## src/hw/rtl/fwsr_pkg.sv

```systemverilog
package fwsr_pkg;

	localparam int CHANNELS       = 4;
	localparam int COUNT_BITS_DEF = 12;
	localparam int SP_W           = 8;
	localparam int GAIN_W         = 16;
	localparam int GAIN_SUM_W     = GAIN_W + 2;
	localparam int DUTY_W         = 10;
	localparam int Q_FRAC         = 8;
	localparam int GAIN_DIVISOR   = 25;
	localparam int PIPE_STAGES    = 5;
	localparam int REG_IDX_W      = 3;
	localparam int CFG_DATA_W     = GAIN_W;

	localparam logic [DUTY_W-1:0] PWM_TOP = DUTY_W'(1023);

	// register indexes on the configuration port
	localparam logic [REG_IDX_W-1:0] REG_SP_LEFT  = 3'd0;
	localparam logic [REG_IDX_W-1:0] REG_SP_RIGHT = 3'd1;
	localparam logic [REG_IDX_W-1:0] REG_KP       = 3'd2;
	localparam logic [REG_IDX_W-1:0] REG_KI       = 3'd3;
	localparam logic [REG_IDX_W-1:0] REG_KD       = 3'd4;

	localparam logic [SP_W-1:0]   SP_LEFT_RST  = 8'd10;
	localparam logic [SP_W-1:0]   SP_RIGHT_RST = 8'd10;
	localparam logic [GAIN_W-1:0] KP_RST       = 16'd3584;
	localparam logic [GAIN_W-1:0] KI_RST       = 16'd1562;
	localparam logic [GAIN_W-1:0] KD_RST       = 16'd141;

	// ld[0] takes an item into stage 1, ld[k] moves stage k into stage k+1
	typedef struct packed {
		logic [PIPE_STAGES-1:0] ld;
		logic                   fire;
		logic                   upd;
	} pipe_ctl_t;

endpackage

```

## src/hw/rtl/fwsr_ctrl.sv

```systemverilog
module fwsr_ctrl (
	input  logic                clk,
	input  logic                arst_n,
	input  logic                in_valid,
	input  logic                in_upd,
	input  logic                out_ready,
	output logic                in_ready,
	output fwsr_pkg::pipe_ctl_t ctl
);

	localparam int NS = fwsr_pkg::PIPE_STAGES;

	logic [NS:1]   v_q;
	logic [NS:1]   upd_q;
	logic [NS+1:1] rdy;

	// a stage can take an item when it is empty or its item moves on
	always_comb begin
		rdy[NS+1] = out_ready;
		for (int k = NS; k >= 1; k--) begin
			rdy[k] = !v_q[k] || rdy[k+1];
		end
	end

	assign in_ready = rdy[1];

	always_comb begin
		ctl.ld[0] = in_valid && rdy[1];
		for (int k = 1; k < NS; k++) begin
			ctl.ld[k] = v_q[k] && rdy[k+1];
		end
		ctl.fire = v_q[NS] && out_ready;
		ctl.upd  = upd_q[NS];
	end

	always_ff @(posedge clk or negedge arst_n) begin
		if (!arst_n) begin
			v_q   <= '0;
			upd_q <= '0;
		end else begin
			if (rdy[1]) begin
				v_q[1]   <= in_valid;
				upd_q[1] <= in_upd;
			end
			for (int k = 2; k <= NS; k++) begin
				if (rdy[k]) begin
					v_q[k]   <= v_q[k-1];
					upd_q[k] <= upd_q[k-1];
				end
			end
		end
	end

endmodule

```

## config.mk

```make
export PLATFORM = sky130hd
export DESIGN_NAME = fwsr_ctrl
export DESIGN_NICKNAME = d
export VERILOG_FILES = /design/src/hw/rtl/fwsr_pkg.sv /design/src/hw/rtl/fwsr_ctrl.sv
export SDC_FILE = /design/constraint.sdc
export NUM_CORES = 1
export LEC_CHECK = 0
export ABC_AREA = 1
export BUFFER_PORTS_ARGS = -buffer_cell sky130_fd_sc_hd__buf_2
export CAP_MARGIN = 20
export CORE_AREA = 4 4 41 43
export DETAILED_ROUTE_END_ITERATION = 7
export DIE_AREA = 0 0 45 47
export PLACE_DENSITY = 0.57
export SLEW_MARGIN = 20
export SYNTH_ARGS = -nofsm -noshare
export SYNTH_HDL_FRONTEND = slang
export SYNTH_SLANG_ARGS = --single-unit
```

## constraint.sdc

```tcl
create_clock -name clk -period 1.5 [get_ports clk]
set_clock_uncertainty 0.2 [all_clocks]
set_input_delay 0.15 -clock clk [delete_from_list [all_inputs] [get_ports clk]]
set_output_delay 0.15 -clock clk [all_outputs]
set_load 0.02 [all_outputs]
```

==> run_results.csv <==
group,metric,value,unit
global_route,grt.overflow.total,0,
place,post_dp_cell_area,513,um2
timing,finalSetupViolCount,3,
route,top_layer,"met3",
clocking,cts_root_buf,"clkbuf_4",
synthesis,yosysWarnings,0,
power_and_ir_drop,fin_total_pwr,802,uW
cells_and_area,final_common_cell,"nand2_1",
clocking,cts_max_level,1,
power_and_ir_drop,leakage,0.348,nW
cells_and_area,num_antenna_cells,0,
floorplan,ioPinCount,13,
cells_and_area,final_util,48.6,%
timing,finalCriticalPeriod,1580,ps
place,io_buffers,12,
timing,slew_headroom,85.5,%
worst_setup_path,r2r_start,"v_q[4]",
worst_setup_path,required,1150,ps
route,wl_per_cell,9.11,um
global_route,grt_pass1_vias,363,
route,m1WireLength,333,um
worst_setup_path,worstSetupStartpointType,"flop",
route,drtAntennaViolNets,0,
timing,finalHoldViolations,0,
place,gp_congestion,0.690,
timing,fin_setup_tns,-186,ps
synthesis,syn_area,442,um2
power_and_ir_drop,vdd_drop_max,676,uV
worst_hold_path,hp-start,"out_ready",
worst_setup_path,critPathMaxFanout,3,
worst_setup_path,critical_path_buf_inv_count,1,
worst_setup_path,critPathSlowestCell,"dfrtp_1",
timing,grt_setup_unrepaired,"true",
synthesis,synth_cells,51,
worst_setup_path,cpPeakStageDelay,400,ps
floorplan,die-area,2120,um2
timing,finalCritPeriodShare,105,%
global_route,grt_pass1_wl,1400,um
clocking,worstSkewPairLatency,260,ps
floorplan,core_area,1300,um2
global_route,antenna_found_initial,0,
outcome,run_status,"complete, but fails checks",
timing,slew_viol_final,0,
place,place_inst,77,
route,drc,0,
worst_setup_path,r2r_slack,210,ps
floorplan,die_x,45,um
synthesis,synth_nets,56,
timing,hold_ws,44.3,ps
route,vias,370,
floorplan,row_count,13,
clocking,clk_path_buf_depth,2,
floorplan,initial_utilization,33.9,%
worst_hold_path,hold_path_class,"in -> reg",
synthesis,synth_area_per_cell,8.66,um2
synthesis,ys_ff_latch,10,
route,drtIter0Drc,0,
cells_and_area,layout_common_cells,"14 x nand2_1, 11 x inv_1, 9 x buf_2, 9 x dfrtp_1, 4 x buf_4",
cells_and_area,syn2layout_area_growth,43.1,%
timing,tightest_slew,218,ps
worst_setup_path,rr_worst_depth,5,
worst_setup_path,reg2reg_to,"upd_q[1]",
worst_setup_path,worstSetupPathType,"reg -> out",
cells_and_area,layout.cells.non_filler,87,
global_route,grt_use_total,9.25,%
synthesis,seq_area_frac_synth,56.7,%
worst_hold_path,holdPathEnd,"v_q[4]",
global_route,grt_start_max_net_pins,11,
place,pre_cts_slack,146,ps
worst_setup_path,path_cells,"nand4_1, nor2_2, nor2_1, buf_2",
job,max_cap_violations,0,
route,wl_met3,92,um
route,viasPerCell,4.25,
clocking,tritoncts,"built",
clocking,cts_made_buffers,3,
clocking,cts_sinks,10,
route,wl_met2,368,um
timing,finalWorstSetupSlack,-76.1,ps
worst_setup_path,cp_top_family,"simple AND/OR/NAND/NOR gates",
outcome,violations,"negative setup slack",
power_and_ir_drop,power.density,1270,nW/um2
route,finalWirelength,793,um
route,drtPass1Iterations,1,
worst_setup_path,endpoint_kind,"primary output",
floorplan,die_y,47,um
worst_hold_path,hold_depth,4,
cells_and_area,nets,78,
worst_setup_path,crit_arrival,1230,ps
clocking,clk_pin_slew_worst_paths,70,ps
synthesis,yosysUniqueCellTypes,13,
cells_and_area,final_cell_area,632,um2
cells_and_area,drive_above_1_share,36.1,%
place,place_hpwl,619,um
timing,max_freq,634,MHz
==> metal layers <==
| metal | vias to the layer above | GRT usage, % |
|---|---|---|
| li1 | 196 | - |
| met1 | 160 | 10.3 |
| met2 | 14 | 15.3 |
| met3 | 0 | 5.75 |
| met4 | 0 | 1.75 |
| met5 | - | 0 |
==> flip-flops by register name, summed over array words and instances, names as in the netlist <==
name,flops
upd_q,5
v_q,5
==> tightest hold or removal path, delay by kind of cell <==
kind,cells,cell delay (ps)
buffers and inverters,2,160
and+or+nand+nor,2,150
==> cells in the mapped netlist, drive strengths merged <==
master	count	area (um2)
o21ai	3	15.0
nand4	1	6.26
nand3	3	25.0
nor2	4	22.5
a21oi	3	15.0
buf	1	7.51
inv	11	41.3
nand2	15	58.8
dfrtp	10	250
==> worst max-delay path by stage <==
stage,startpoint,to,slack (ps),depth (start not counted)
after floorplan,v_q[5],ctl[2],190,3
after detailed placement,v_q[5],ctl[2],150,4
final,v_q[4],ctl[3],-80,4
after global routing,v_q[4],ctl[2],-160,4
after global placement,v_q[5],in_ready,170,4
after CTS,v_q[5],in_ready,-100,4
==> power breakdown <==
group / switching, mW / internal (mW) / total [mW]
Sequential: 0.0290 / 0.316 / 0.345
Combinational: 0.129 / 0.0910 / 0.220
Clock: 0.0898 / 0.147 / 0.237
==> final cells by class <==
type,instances,area [um2]
fill,138,669
tap,15,18.8
sequential,10,251
timing repair buffer,18,128
multi-input combinational,29,156
inverter,11,41.3
clock buffer,4,36.3
==> cell families after synthesis <==
logic type      Yosys count  share of synthesized area [%]
compound gates            6                           6.80
buf+inv                  12                           11.0
flops                    10                           56.7
simple gates             23                           25.5
==> what timing repair did <==
item / 4_1_cts / 5_1_grt
endpoints found under the setup margin: 3 / 6
gates resized for setup: 1 / 8
pin swaps: 1 / 1
hold buffers: 3 / 0
hold endpoints to repair: 12 / 0
buffers inserted: 3 / 0
(Power assumes the default switching activity.)
