==> config.mk <==
export PLATFORM = sky130hd
export DESIGN_NAME = fwsr_merge
export DESIGN_NICKNAME = d
export VERILOG_FILES = /design/src/hw/rtl/fwsr_pkg.sv /design/src/hw/rtl/fwsr_merge.sv
export SDC_FILE = /design/constraint.sdc
export NUM_CORES = 1
export LEC_CHECK = 0
export ABC_AREA = 1
export BUFFER_PORTS_ARGS = -buffer_cell sky130_fd_sc_hd__buf_4
export CAP_MARGIN = 5
export CORE_MARGIN = 1
export CORE_UTILIZATION = 36
export DETAILED_ROUTE_END_ITERATION = 6
export PLACE_DENSITY = 0.74
export SYNTH_ARGS = -nofsm -noshare
export SYNTH_HDL_FRONTEND = slang
export SYNTH_SLANG_ARGS = --single-unit
==> constraint.sdc <==
create_clock -name clk -period 0.8 [get_ports clk]
set_input_delay 0.08 -clock clk [delete_from_list [all_inputs] [get_ports clk]]
set_output_delay 0.08 -clock clk [all_outputs]
set_load 0.03 [all_outputs]
==> src/hw/rtl/fwsr_pkg.sv <==
package fwsr_pkg;

	localparam int CHANNELS       = 4;
	localparam int COUNT_BITS_DEF = 12;
	localparam int SP_W           = 8;
	localparam int GAIN_W         = 16;
	localparam int GAIN_SUM_W     = GAIN_W + 2;
	localparam int DUTY_W         = 10;
	localparam int Q_FRAC         = 8;
	localparam int GAIN_DIVISOR   = 25;
	localparam int PIPE_STAGES    = 5;
	localparam int REG_IDX_W      = 3;
	localparam int CFG_DATA_W     = GAIN_W;

	localparam logic [DUTY_W-1:0] PWM_TOP = DUTY_W'(1023);

	// register indexes on the configuration port
	localparam logic [REG_IDX_W-1:0] REG_SP_LEFT  = 3'd0;
	localparam logic [REG_IDX_W-1:0] REG_SP_RIGHT = 3'd1;
	localparam logic [REG_IDX_W-1:0] REG_KP       = 3'd2;
	localparam logic [REG_IDX_W-1:0] REG_KI       = 3'd3;
	localparam logic [REG_IDX_W-1:0] REG_KD       = 3'd4;

	localparam logic [SP_W-1:0]   SP_LEFT_RST  = 8'd10;
	localparam logic [SP_W-1:0]   SP_RIGHT_RST = 8'd10;
	localparam logic [GAIN_W-1:0] KP_RST       = 16'd3584;
	localparam logic [GAIN_W-1:0] KI_RST       = 16'd1562;
	localparam logic [GAIN_W-1:0] KD_RST       = 16'd141;

	// ld[0] takes an item into stage 1, ld[k] moves stage k into stage k+1
	typedef struct packed {
		logic [PIPE_STAGES-1:0] ld;
		logic                   fire;
		logic                   upd;
	} pipe_ctl_t;

endpackage

==> src/hw/rtl/fwsr_merge.sv <==
module fwsr_merge (
	input  logic                                            clk,
	input  logic                                            arst_n,
	input  logic                                            fire,
	input  logic [fwsr_pkg::CHANNELS-1:0][fwsr_pkg::DUTY_W-1:0] duty,
	input  logic                                            m_tready,
	output logic                                            m_tvalid,
	output logic [fwsr_pkg::CHANNELS*fwsr_pkg::DUTY_W-1:0]  m_tdata,
	output logic                                            out_ready
);

	logic                                           valid_q;
	logic [fwsr_pkg::CHANNELS*fwsr_pkg::DUTY_W-1:0] data_q;

	assign out_ready = !valid_q || m_tready;
	assign m_tvalid  = valid_q;
	assign m_tdata   = data_q;

	always_ff @(posedge clk or negedge arst_n) begin
		if (!arst_n) begin
			valid_q <= 1'b0;
		end else if (out_ready) begin
			valid_q <= fire;
		end
	end

	// channel zero in the lowest bits
	always_ff @(posedge clk) begin
		if (fire) begin
			data_q <= duty;
		end
	end

endmodule

==> out/metrics.sh <==
WORST_PIN_SLEW_NS=0.123
GRT_UTIL_ALL_LAYERS_PCT=22.3
DRT_DRC_VIOLATIONS_LEFT=0
WORSTSETUPENDPOINTTYPE='output pin'
SYN_AVG_CELL_AREA_UM2=27.7
SYNTH.LARGEST_AREA_CELL='sky130_fd_sc_hd__edfxtp_1'
FIN_HOLD_WS_NS=0.0745
CLK_PATH_BUF_DEPTH=2
SETUP.WORST_PATH.CLASS='reg -> out'
GP_CONGESTION=0.660
PORT-BUFFER-COUNT=85
FIRST_GLOBAL_VIAS=977
DIEWIDTH_UM=60.8
MAX-SLEW-MARGIN-REL_PCT=91.8
PLACEMENTROWS=20
YOSYS.AREA_SHARE.XOR_XNOR_PCT=0
CRIT_PATH_MAX_FANOUT=2
FAILING_CHECKS='setup timing'
WL_UM=3820
CLOCK_TREE_FROM_TRITONCTS='yes'
FINAL_CRITICAL_PATH_SETUP_SLACK_NS=-0.251
YOSYSSEQAREASHARE_PCT=98.4
CLOCK_SINKS=41
FIRST_ITER_VIOLATIONS=42
GRT-OVFL-TOTAL=0
DIE_Y_UM=60.8
DIODES=0
FINAL_PERIOD_MINUS_WORST_SETUP_SLACK_NS=1.05
MAX_CAP_VIOLATIONS=0
MAXIMUM_NUMBER_OF_PINS_ON_ONE_NET_BEFORE_GLOBAL_ROUTE_REPAIR=18
CLOCK-SKEW-FINAL_NS=0
HOLD_VIOL=0
LEAKAGEPOWER_nW=1.13
POWER_DENSITY_nW_PER_UM2=1900
YS_SEQ_ELEMENTS=41
TIMING.HOLD.WORST.CLASS='in -> async'
FINAL_CORE_UTILIZATION_PCT=83.4
PRECTSSETUPSLACK_NS=0.0903
YS_TOP_CELLS_BY_AREA='sky130_fd_sc_hd__edfxtp_1 96%, sky130_fd_sc_hd__dfrtp_1 2.0%, sky130_fd_sc_hd__nand2_2 1.0%, sky130_fd_sc_hd__inv_1 0.60%'
DRT_FIRST_PASS_ITERS=4
REQUIRED_NS=0.72
FINAL-MAX-SLEW-VIOLATION-COUNT=0
WORST_SETUP_HOLD_PATH_CLK_SLEW_NS=0.10
DRIVE_GT1_SHARE_PCT=54.4
YOSYS_WARNINGS=0
TIMING.FMAX_MHz=952
CTSHTREEMAXLEVEL=2
CORE_REGION_UM2=3180
FINAL-SETUP-VIOL-COUNT=42
SYNTH-ADDER-AREA-SHARE_PCT=0
SYNTH.AREA.MUX_SHARE_PCT=0
LIBRARY_CELLS_USED_BY_SYNTHESIS=4
SYNTH_TOP_FAMILY_BY_AREA='simple AND/OR/NAND/NOR gates'
WORST-ENDPOINT-ARRIVAL_NS=0.97
PER_CELL_VIA_COUNT_IN_THE_ROUTED_DESIGN=4.28
TIMING.SETUP.TNS_NS=-7.77
CTS.ROOT.BUFFER_CELL='sky130_fd_sc_hd__clkbuf_4'
WORST_SETUP_PATH_START_KIND='flip-flop'
ROUTE.VIAS.TOTAL=967
SYN_TO_FINAL_GROWTH_PCT=113
PIN_COUNT=86
INITIAL_ANTENNA_VIOLATION_COUNT=0
SYNTH_SIMPLE_GATE_AREA_SHARE_PCT=1.00
DRT-WIRELENGTH-PER-CELL_UM=16.9
FINALPOWER_mW=5.04
ANTENNA_LEFT=0
POST_SYNTH_INSTANCE_AREA_UM2=1250
GRT_FIRST_PASS_WIRELENGTH_UM=5270
SYN-INSTANCE-COUNT=45
SYNTHESIZED_AREA_FRACTION_OCCUPIED_BY_AO_OA_AOI_AND_OAI_CELLS_PCT=0
RSZ_0062_RAISED_AFTER_GLOBAL_ROUTING='yes'
SYN-NUM-NETS=89
CLOCK_LATENCY_NS=0.33
TRITONCTS.NUM_BUFFERS=5
STATUS='complete, but fails checks'
FLOORPLAN.DIE_AREA_UM2=3700
INITIAL_UTILIZATION_PCT=39.2
POST-SYNTH-TOP-AREA-FRACTION_PCT=96.4
WORST_IR_DROP_VDD_V=0.00127
FINAL_NETS=226
FINAL_MIN_PERIOD_OVER_CLOCK_PERIOD_PCT=131
per-stage QoR:
| stage | std cells | instance area, um^2 |
|---|---|---|
| floorplan | 45 | 1250 |
| global placement | 177 | 2010 |
| detailed placement | 177 | 2010 |
| CTS | 226 | 2650 |
| global route | 226 | 2650 |
| finish | 226 | 2650 |
registers in the layout, indices dropped and copies added (netlist names):
name	flops
m_tvalid	1
m_tdata	40
logic make-up after synthesis:
| logic type | count (synthesis) |
|---|---|
| buf+inv | 2 |
| flops | 41 |
| simple gates | 2 |
layout make-up:
class / count / area (um^2)
repair buffers: 130 / 1270
flip-flops and latches: 41 / 1230
fillers: 154 / 528
well taps: 44 / 55.1
clock buffers: 5 / 37.5
clock inverters: 2 / 35.0
multi-input cells: 2 / 17.5
inverters: 2 / 7.51
power breakdown:
part / leakage, nW / switching [mW] / internal (mW) / total (mW)
registers: 0.401 / 0.0882 / 2.55 / 2.64
clock network: 0.0410 / 0.633 / 0.637 / 1.27
logic: 0.683 / 0.541 / 0.598 / 1.14
total: 1.13 / 1.26 / 3.78 / 5.04
worst max-delay path, stage by stage (launching register included):
cell,delay (ns)
sky130_fd_sc_hd__dfrtp_2,0.44
sky130_fd_sc_hd__nand2_4,0.07
sky130_fd_sc_hd__buf_6,0.13
placed cells by master (no fill, tap or decap), drive strengths merged:
| master | Yosys | final |
|---|---|---|
| nand2 | 2 | 2 |
| bufinv | 0 | 1 |
| dlygate4sd3 | 0 | 41 |
| clkinv | 0 | 1 |
| clkbuf | 0 | 5 |
| inv | 2 | 2 |
| edfxtp | 40 | 40 |
| dfrtp | 1 | 1 |
| buf | 0 | 89 |
Yosys cell counts:
cell type / n
sky130_fd_sc_hd__edfxtp_1: 40
sky130_fd_sc_hd__nand2_2: 2
sky130_fd_sc_hd__inv_1: 2
sky130_fd_sc_hd__dfrtp_1: 1
layer usage:
layer / share of wire [%] / vias up / global-route usage, %
met5: 0 / - / 0
met4: 4.5 / 0 / 15.3
met3: 7.9 / 18 / 7.89
met2: 51 / 61 / 38.0
met1: 36 / 441 / 22.9
li1: - / 447 / -
worst paths after layout:
| path | start | to | slack, ns | cells after the start |
|---|---|---|---|---|
| setup / recovery | m_tvalid | out_ready | -0.25 | 2 |
| hold / removal | arst_n | m_tvalid | 0.07 | 2 |
| setup reg to reg | m_tvalid | m_tvalid | 0.06 | 3 |
| hold reg to reg | m_tvalid | m_tvalid | 0.64 | 3 |
| max in group asynchronous | arst_n | m_tvalid | 0.63 | 2 |
| min in group clk | m_tready | m_tvalid | 0.10 | 5 |
what timing repair did:
action,CTS,global route
hold buffers,41,0
resized for setup,41,0
pin swaps,1,0
hold endpoints to repair,41,0
gates cloned,0,0
endpoints found under the setup margin,42,42
buffers inserted,1,0
Note: power is estimated with default switching activity, not from simulation.
