--- config.mk ---
export PLATFORM = sky130hd
export DESIGN_NAME = fwsr_lane
export DESIGN_NICKNAME = d
export VERILOG_FILES = /design/src/hw/rtl/fwsr_pkg.sv /design/src/hw/rtl/fwsr_lane.sv
export SDC_FILE = /design/constraint.sdc
export NUM_CORES = 1
export LEC_CHECK = 0
export BUFFER_PORTS_ARGS = -buffer_cell sky130_fd_sc_hd__buf_2
export CORE_UTILIZATION = 40
export CTS_BUF_LIST = sky130_fd_sc_hd__clkbuf_8
export CTS_CLUSTER_SIZE = 8
export DETAILED_ROUTE_END_ITERATION = 8
export PLACE_DENSITY = 0.54
export SYNTH_ARGS = -nofsm -noshare
export SYNTH_HDL_FRONTEND = slang
export SYNTH_SLANG_ARGS = --single-unit
--- constraint.sdc ---
create_clock -name clk -period 12.48 [get_ports clk]
set_clock_uncertainty 0.2 [all_clocks]
set_input_delay 0 -clock clk [delete_from_list [all_inputs] [get_ports clk]]
set_output_delay 0 -clock clk [all_outputs]
set_load 0.005 [all_outputs]
--- src/hw/rtl/fwsr_pkg.sv ---
package fwsr_pkg;

	localparam int CHANNELS       = 4;
	localparam int COUNT_BITS_DEF = 12;
	localparam int SP_W           = 8;
	localparam int GAIN_W         = 16;
	localparam int GAIN_SUM_W     = GAIN_W + 2;
	localparam int DUTY_W         = 10;
	localparam int Q_FRAC         = 8;
	localparam int GAIN_DIVISOR   = 25;
	localparam int PIPE_STAGES    = 5;
	localparam int REG_IDX_W      = 3;
	localparam int CFG_DATA_W     = GAIN_W;

	localparam logic [DUTY_W-1:0] PWM_TOP = DUTY_W'(1023);

	// register indexes on the configuration port
	localparam logic [REG_IDX_W-1:0] REG_SP_LEFT  = 3'd0;
	localparam logic [REG_IDX_W-1:0] REG_SP_RIGHT = 3'd1;
	localparam logic [REG_IDX_W-1:0] REG_KP       = 3'd2;
	localparam logic [REG_IDX_W-1:0] REG_KI       = 3'd3;
	localparam logic [REG_IDX_W-1:0] REG_KD       = 3'd4;

	localparam logic [SP_W-1:0]   SP_LEFT_RST  = 8'd10;
	localparam logic [SP_W-1:0]   SP_RIGHT_RST = 8'd10;
	localparam logic [GAIN_W-1:0] KP_RST       = 16'd3584;
	localparam logic [GAIN_W-1:0] KI_RST       = 16'd1562;
	localparam logic [GAIN_W-1:0] KD_RST       = 16'd141;

	// ld[0] takes an item into stage 1, ld[k] moves stage k into stage k+1
	typedef struct packed {
		logic [PIPE_STAGES-1:0] ld;
		logic                   fire;
		logic                   upd;
	} pipe_ctl_t;

endpackage

--- src/hw/rtl/fwsr_lane.sv ---
module fwsr_lane #(
	parameter int COUNT_BITS = fwsr_pkg::COUNT_BITS_DEF
) (
	input  logic                                clk,
	input  logic                                arst_n,
	input  fwsr_pkg::pipe_ctl_t                 ctl,
	input  logic                                pulse,
	input  logic                                tick,
	input  logic [fwsr_pkg::SP_W-1:0]           setpoint,
	input  logic [fwsr_pkg::GAIN_SUM_W-1:0]     gain_sum,
	output logic [fwsr_pkg::DUTY_W-1:0]         duty_next
);

	localparam int EW = COUNT_BITS + 1;
	localparam int PW = EW + fwsr_pkg::GAIN_SUM_W;
	localparam int MW = PW - fwsr_pkg::Q_FRAC;
	localparam int DW = MW + 2;
	localparam longint unsigned RECIP_L = (longint'(1) << MW) / fwsr_pkg::GAIN_DIVISOR;
	localparam logic [MW:0] RECIP = (MW+1)'(RECIP_L);
	localparam logic [COUNT_BITS-1:0] COUNT_MAX = {COUNT_BITS{1'b1}};

	logic [COUNT_BITS-1:0]         count_q;
	logic [COUNT_BITS-1:0]         count_inc;
	logic signed [EW-1:0]          err;
	logic signed [EW-1:0]          err_s1;
	logic signed [PW:0]            prod_full;
	logic signed [PW-1:0]          prod_s2;
	logic [MW-1:0]                 xh;
	logic [MW-1:0]                 mag;
	logic [MW-1:0]                 mag_s3;
	logic                          neg_s3;
	logic [2*MW:0]                 qprod_s4;
	logic [MW-1:0]                 mag_s4;
	logic                          neg_s4;
	logic [MW-1:0]                 q0;
	logic [MW-1:0]                 rem;
	logic [MW-1:0]                 quo;
	logic signed [MW:0]            delta_s5;
	logic signed [DW-1:0]          sum;
	logic [fwsr_pkg::DUTY_W-1:0]   duty_q;

	assign count_inc = (pulse && count_q != COUNT_MAX) ? count_q + 1'b1 : count_q;
	assign err = $signed({{(EW-fwsr_pkg::SP_W){1'b0}}, setpoint}) - $signed({1'b0, count_inc});

	// clear the count on a tick, after this item's edge was counted
	always_ff @(posedge clk or negedge arst_n) begin
		if (!arst_n) begin
			count_q <= '0;
		end else if (ctl.ld[0]) begin
			count_q <= tick ? '0 : count_inc;
		end
	end

	assign prod_full = err_s1 * $signed({1'b0, gain_sum});

	// floor of a negative quotient: -floor((-x + d - 1) / d), and -x + d - 1 = ~x + d
	assign xh  = prod_s2[PW-1:fwsr_pkg::Q_FRAC];
	assign mag = prod_s2[PW-1] ? (~xh + MW'(fwsr_pkg::GAIN_DIVISOR)) : xh;

	// reciprocal estimate is low by at most one
	assign q0  = qprod_s4[2*MW-1:MW];
	assign rem = mag_s4 - MW'(q0 * MW'(fwsr_pkg::GAIN_DIVISOR));
	assign quo = (rem >= MW'(fwsr_pkg::GAIN_DIVISOR)) ? q0 + 1'b1 : q0;

	always_ff @(posedge clk) begin
		if (ctl.ld[0]) begin
			err_s1 <= err;
		end
		if (ctl.ld[1]) begin
			prod_s2 <= prod_full[PW-1:0];
		end
		if (ctl.ld[2]) begin
			mag_s3 <= mag;
			neg_s3 <= prod_s2[PW-1];
		end
		if (ctl.ld[3]) begin
			qprod_s4 <= mag_s3 * RECIP;
			mag_s4   <= mag_s3;
			neg_s4   <= neg_s3;
		end
		if (ctl.ld[4]) begin
			delta_s5 <= neg_s4 ? -$signed({1'b0, quo}) : $signed({1'b0, quo});
		end
	end

	always_comb begin
		sum = $signed({{(DW-fwsr_pkg::DUTY_W){1'b0}}, duty_q});
		if (ctl.upd) begin
			sum = sum + $signed({delta_s5[MW], delta_s5});
		end
		if (sum < 0) begin
			duty_next = '0;
		end else if (sum >= $signed(DW'(fwsr_pkg::PWM_TOP))) begin
			duty_next = fwsr_pkg::PWM_TOP;
		end else begin
			duty_next = sum[fwsr_pkg::DUTY_W-1:0];
		end
	end

	always_ff @(posedge clk or negedge arst_n) begin
		if (!arst_n) begin
			duty_q <= '0;
		end else if (ctl.fire) begin
			duty_q <= duty_next;
		end
	end

endmodule

==> impl_metrics.csv <==
group,metric,value,unit
yosys,synth_enable_flop_cells,127,
routing,drt-initial-drc-count,929,
worst_setup_path,worst-setup-path-type,"flip-flop to flip-flop",
sta,max-slew-margin-rel,29.6,%
worst_setup_path,critical_path_buf_inv_count,5,
worst_setup_path,crit_path_start,"err_s1[3]",
cts,cts_num_sinks,149,
yosys,synth_seq_area_share,17.5,%
global_routing,grt_pass1_wl,93600,µm
placement,hpwl,46700,µm
routing,dr_wl_met2,27100,µm
sta,transition_time_at_the_pin_with_the_least_slew_margin,1.05,ns
yosys,synth-seq-cells,149,
sta,rsz0062_at_grt,"false",
finish,fraction_of_final_layout_cells_sized_beyond_drive_strength_1,4.34,%
worst_hold_path,min-delay-path-class,"primary input to flip-flop",
yosys,post_synth_design_cell_area,24900,µm²
worst_setup_path,critical-path-top-cell-by-count,"sky130_fd_sc_hd__inv_1",
worst_setup_path,timing.critical_path.depth,26,
sta,whs,0.0345,ns
routing,dr.pass1.iters,5,
cts,postCtsResizedCells,0,
routing,drc,0,
routing,met3_length,1710,µm
cts,cts_inserted_buffers,17,
placement,preCtsSetupSlack,5.00,ns
sta,setup_violations,0,
global_routing,grt_antenna_before_repair,1,
routing,routed_via_density,5.06,
global_routing,global_route.overflow_total,0,
cts,clk_latency,0.53,ns
placement,number_of_buffer_cells_added_on_primary_ports,46,
routing,met1Wirelength,26700,µm
worst_setup_path,setup.worst_path.end_class,"flip-flop",
yosys,synthArstFlopShare,14.8,%
finish,areaGrowthSynthToFinish,6.75,%
cts,clockBufferDepth,2,
yosys,synth_flop_cell,"sky130_fd_sc_hd__edfxtp_1",
yosys,syn-num-nets,3276,
worst_setup_path,critical_path.top_delay_family,"adder cells",
worst_setup_path,cp.arrival,7.58,ns
yosys,syn_area_per_cell,9.98,µm²
sta,finalCritPeriodShare,60.2,%
die,floorplan.core_area,61600,µm²
worst_setup_path,r2r_start,"err_s1[3]",
sta,maxSlewViolCount,0,
placement,gp_congestion,0.853,
die,row_count,91,
routing,drt_wl_total,56400,µm
finish,finish.net_count,3300,
finish,stdcell_count,3371,
routing,topRoutingLayerUsed,"met4",
global_routing,grt_max_degree,44,
cts,cts.reportedPaths.clkPinSlew,0.10,ns
cts,tritoncts,"yes",
cts,htreeDepth,4,
yosys,ys_types,81,
global_routing,track_usage,18.8,%
sta,hold_violations,0,
die,floorplan.die_area,63300,µm²
sta,timing.final.crit_period,7.52,ns
worst_setup_path,critical_path_peak_fanout,18,
worst_setup_path,cp_data_required_time,12.55,ns
worst_setup_path,timing.critical_path.slowest_stage_cell,"sky130_fd_sc_hd__edfxtp_1",
worst_setup_path,setup.reg_to_reg.worst_slack,4.96,ns
global_routing,grt_pass1_vias,17700,
routing,drt.antenna.violating_nets,0,
die,boundaryPins,47,
routing,wl_per_cell,16.7,µm
worst_setup_path,worstReg2RegEnd,"prod_s2[30]",
die,die_h,252,µm
sta,final.setup.worst_slack,4.96,ns
sta,fin_setup_tns,0,ns
worst_setup_path,crit_path_end,"prod_s2[30]",
sta,timing.fmax,0.133,GHz
worst_setup_path,crit_path_start_kind,"flip-flop",
worst_setup_path,worstRegToRegCells,26,
cts,clock_tree.root_cell,"sky130_fd_sc_hd__clkbuf_8",
job,max_cap_violations,0,
placement,post-place-cells,3310,
die,start_util,40.4,%
routing,routed-via-count,17100,
run_status,status,"completed",
die,die_w,252,µm
finish,final.fill_count,5855,
finish,multi_input_area,18400,µm²
yosys,synthCells,2496,
worst_setup_path,critical-path-max-stage-delay,0.78,ns
finish,layout.area.seq,4360,µm²
yosys,yosys_warnings,0,
==> cell families (layout without fill, tap and decap cells) <==
family,Yosys count,in the layout,share of synthesized area [%]
multiplexers,20,20,0.824
XOR/XNOR,134,134,4.71
AO/OA/AOI/OAI,295,295,8.08
buffers and inverters,566,603,8.57
adder cells (fa/ha/maj),743,743,48.4
AND/OR/NAND/NOR,589,589,11.9
other,0,1,0
flip-flops,149,149,17.5
==> placed cells by master, fill, tap and decap left out, types with 24 or more instances in the layout <==
| cell | netlist | layout |
|---|---|---|
| sky130_fd_sc_hd__nand3_1 | 32 | 32 |
| sky130_fd_sc_hd__o21a_1 | 24 | 24 |
| sky130_fd_sc_hd__nand2b_1 | 32 | 32 |
| sky130_fd_sc_hd__dlygate4sd3_1 | 0 | 28 |
| sky130_fd_sc_hd__inv_1 | 497 | 498 |
| sky130_fd_sc_hd__and2_1 | 96 | 96 |
| sky130_fd_sc_hd__nand2_1 | 213 | 213 |
| sky130_fd_sc_hd__a21oi_1 | 61 | 61 |
| sky130_fd_sc_hd__xnor2_1 | 102 | 102 |
| sky130_fd_sc_hd__edfxtp_1 | 127 | 127 |
| sky130_fd_sc_hd__o21ai_0 | 62 | 62 |
| sky130_fd_sc_hd__fa_1 | 366 | 366 |
| sky130_fd_sc_hd__nor2_1 | 79 | 79 |
| sky130_fd_sc_hd__nor3_1 | 33 | 33 |
| sky130_fd_sc_hd__ha_1 | 377 | 377 |
| sky130_fd_sc_hd__xor2_1 | 32 | 32 |
| sky130_fd_sc_hd__buf_2 | 6 | 46 |
==> through the flow <==
| stage | cell area, µm² | utilization (%) |
|---|---|---|
| 2_1_floorplan | 24900 | - |
| 3_3_place_gp | 25900 | 42.1 |
| 3_5_place_dp | 25900 | 42.1 |
| 4_1_cts | 26600 | 43.2 |
| 5_1_grt | 26600 | 43.2 |
| 6_report | 26600 | 43.2 |
==> cell type report <==
type | instances | share of cell area (%)
antenna | 1 | 0.00941
tap | 837 | 3.94
timing repair buffer | 74 | 1.92
inverter | 497 | 7.02
sequential | 149 | 16.4
multi-input combinational | 1781 | 69.2
clock inverter | 15 | 0.579
clock buffer | 17 | 0.880
==> Yosys cell counts, drive strengths merged (32+ instances only) <==
cell / number / area, µm²
o21ai: 64 / 320
fa: 366 / 7330
clkbuf: 62 / 234
nand3: 32 / 160
xor2: 32 / 280
nand2b: 32 / 200
nand2: 214 / 811
ha: 377 / 4720
nor2: 80 / 308
a21oi: 61 / 305
edfxtp: 127 / 3810
nor3: 33 / 165
inv: 497 / 1870
xnor2: 102 / 893
and2: 97 / 607
==> worst register-to-register path: stages (launching register included) <==
cell and delay, ns:
sky130_fd_sc_hd__edfxtp_1 0.78, sky130_fd_sc_hd__nand2_1 0.20, sky130_fd_sc_hd__fa_1 0.57, sky130_fd_sc_hd__inv_1 0.06, sky130_fd_sc_hd__fa_1 0.52, sky130_fd_sc_hd__inv_1 0.05, sky130_fd_sc_hd__fa_1 0.49, sky130_fd_sc_hd__inv_1 0.04
sky130_fd_sc_hd__ha_1 0.27, sky130_fd_sc_hd__inv_1 0.05, sky130_fd_sc_hd__fa_1 0.53, sky130_fd_sc_hd__inv_1 0.05, sky130_fd_sc_hd__ha_1 0.29, sky130_fd_sc_hd__ha_1 0.33, sky130_fd_sc_hd__a21o_1 0.16, sky130_fd_sc_hd__a21o_1 0.18
sky130_fd_sc_hd__o21ai_0 0.34, sky130_fd_sc_hd__a21oi_1 0.16, sky130_fd_sc_hd__o2111ai_1 0.21, sky130_fd_sc_hd__nand3_1 0.19, sky130_fd_sc_hd__o211ai_1 0.35, sky130_fd_sc_hd__a311oi_1 0.21, sky130_fd_sc_hd__o21a_1 0.24, sky130_fd_sc_hd__o21a_1 0.21
sky130_fd_sc_hd__or3_1 0.31, sky130_fd_sc_hd__a31oi_1 0.20, sky130_fd_sc_hd__xnor2_1 0.09
==> flip-flops by register name (all words and copies together) (netlist names) <==
name      flops
neg_s4        1
duty_q       10
mag_s3       23
err_s1       13
count_q      12
delta_s5     24
mag_s4       23
prod_s2      23
neg_s3        1
qprod_s4     19
==> routing by layer <==
layer / track usage, % / up-vias
met5: 0 / -
met4: 4.51 / 0
met3: 1.97 / 48
met2: 30.7 / 254
met1: 26.7 / 8592
li1: - / 8166
==> worst min-delay path by stage <==
| stage | start | end | slack (ns) | depth (start not counted) |
|---|---|---|---|---|
| final | ctl[5] | mag_s4[21] | 0.03 | 1 |
| after global routing | ctl[5] | qprod_s4[24] | 0.04 | 1 |
| after CTS | ctl[5] | qprod_s4[26] | 0.01 | 1 |
| after detailed placement | arst_n | count_q[0] | -0.19 | 1 |
| after global placement | arst_n | count_q[2] | -0.20 | 1 |
| after floorplan | arst_n | count_q[0] | -0.50 | 0 |
==> repair_timing <==
item | in CTS | in global routing
hold endpoints to repair | 140 | 0
hold buffers | 28 | 0
setup buffers | 0 | 0
Power is left out: the tool's default activity adds up to more than one toggle a clock period on the data nets, which glitch-free logic cannot reach.
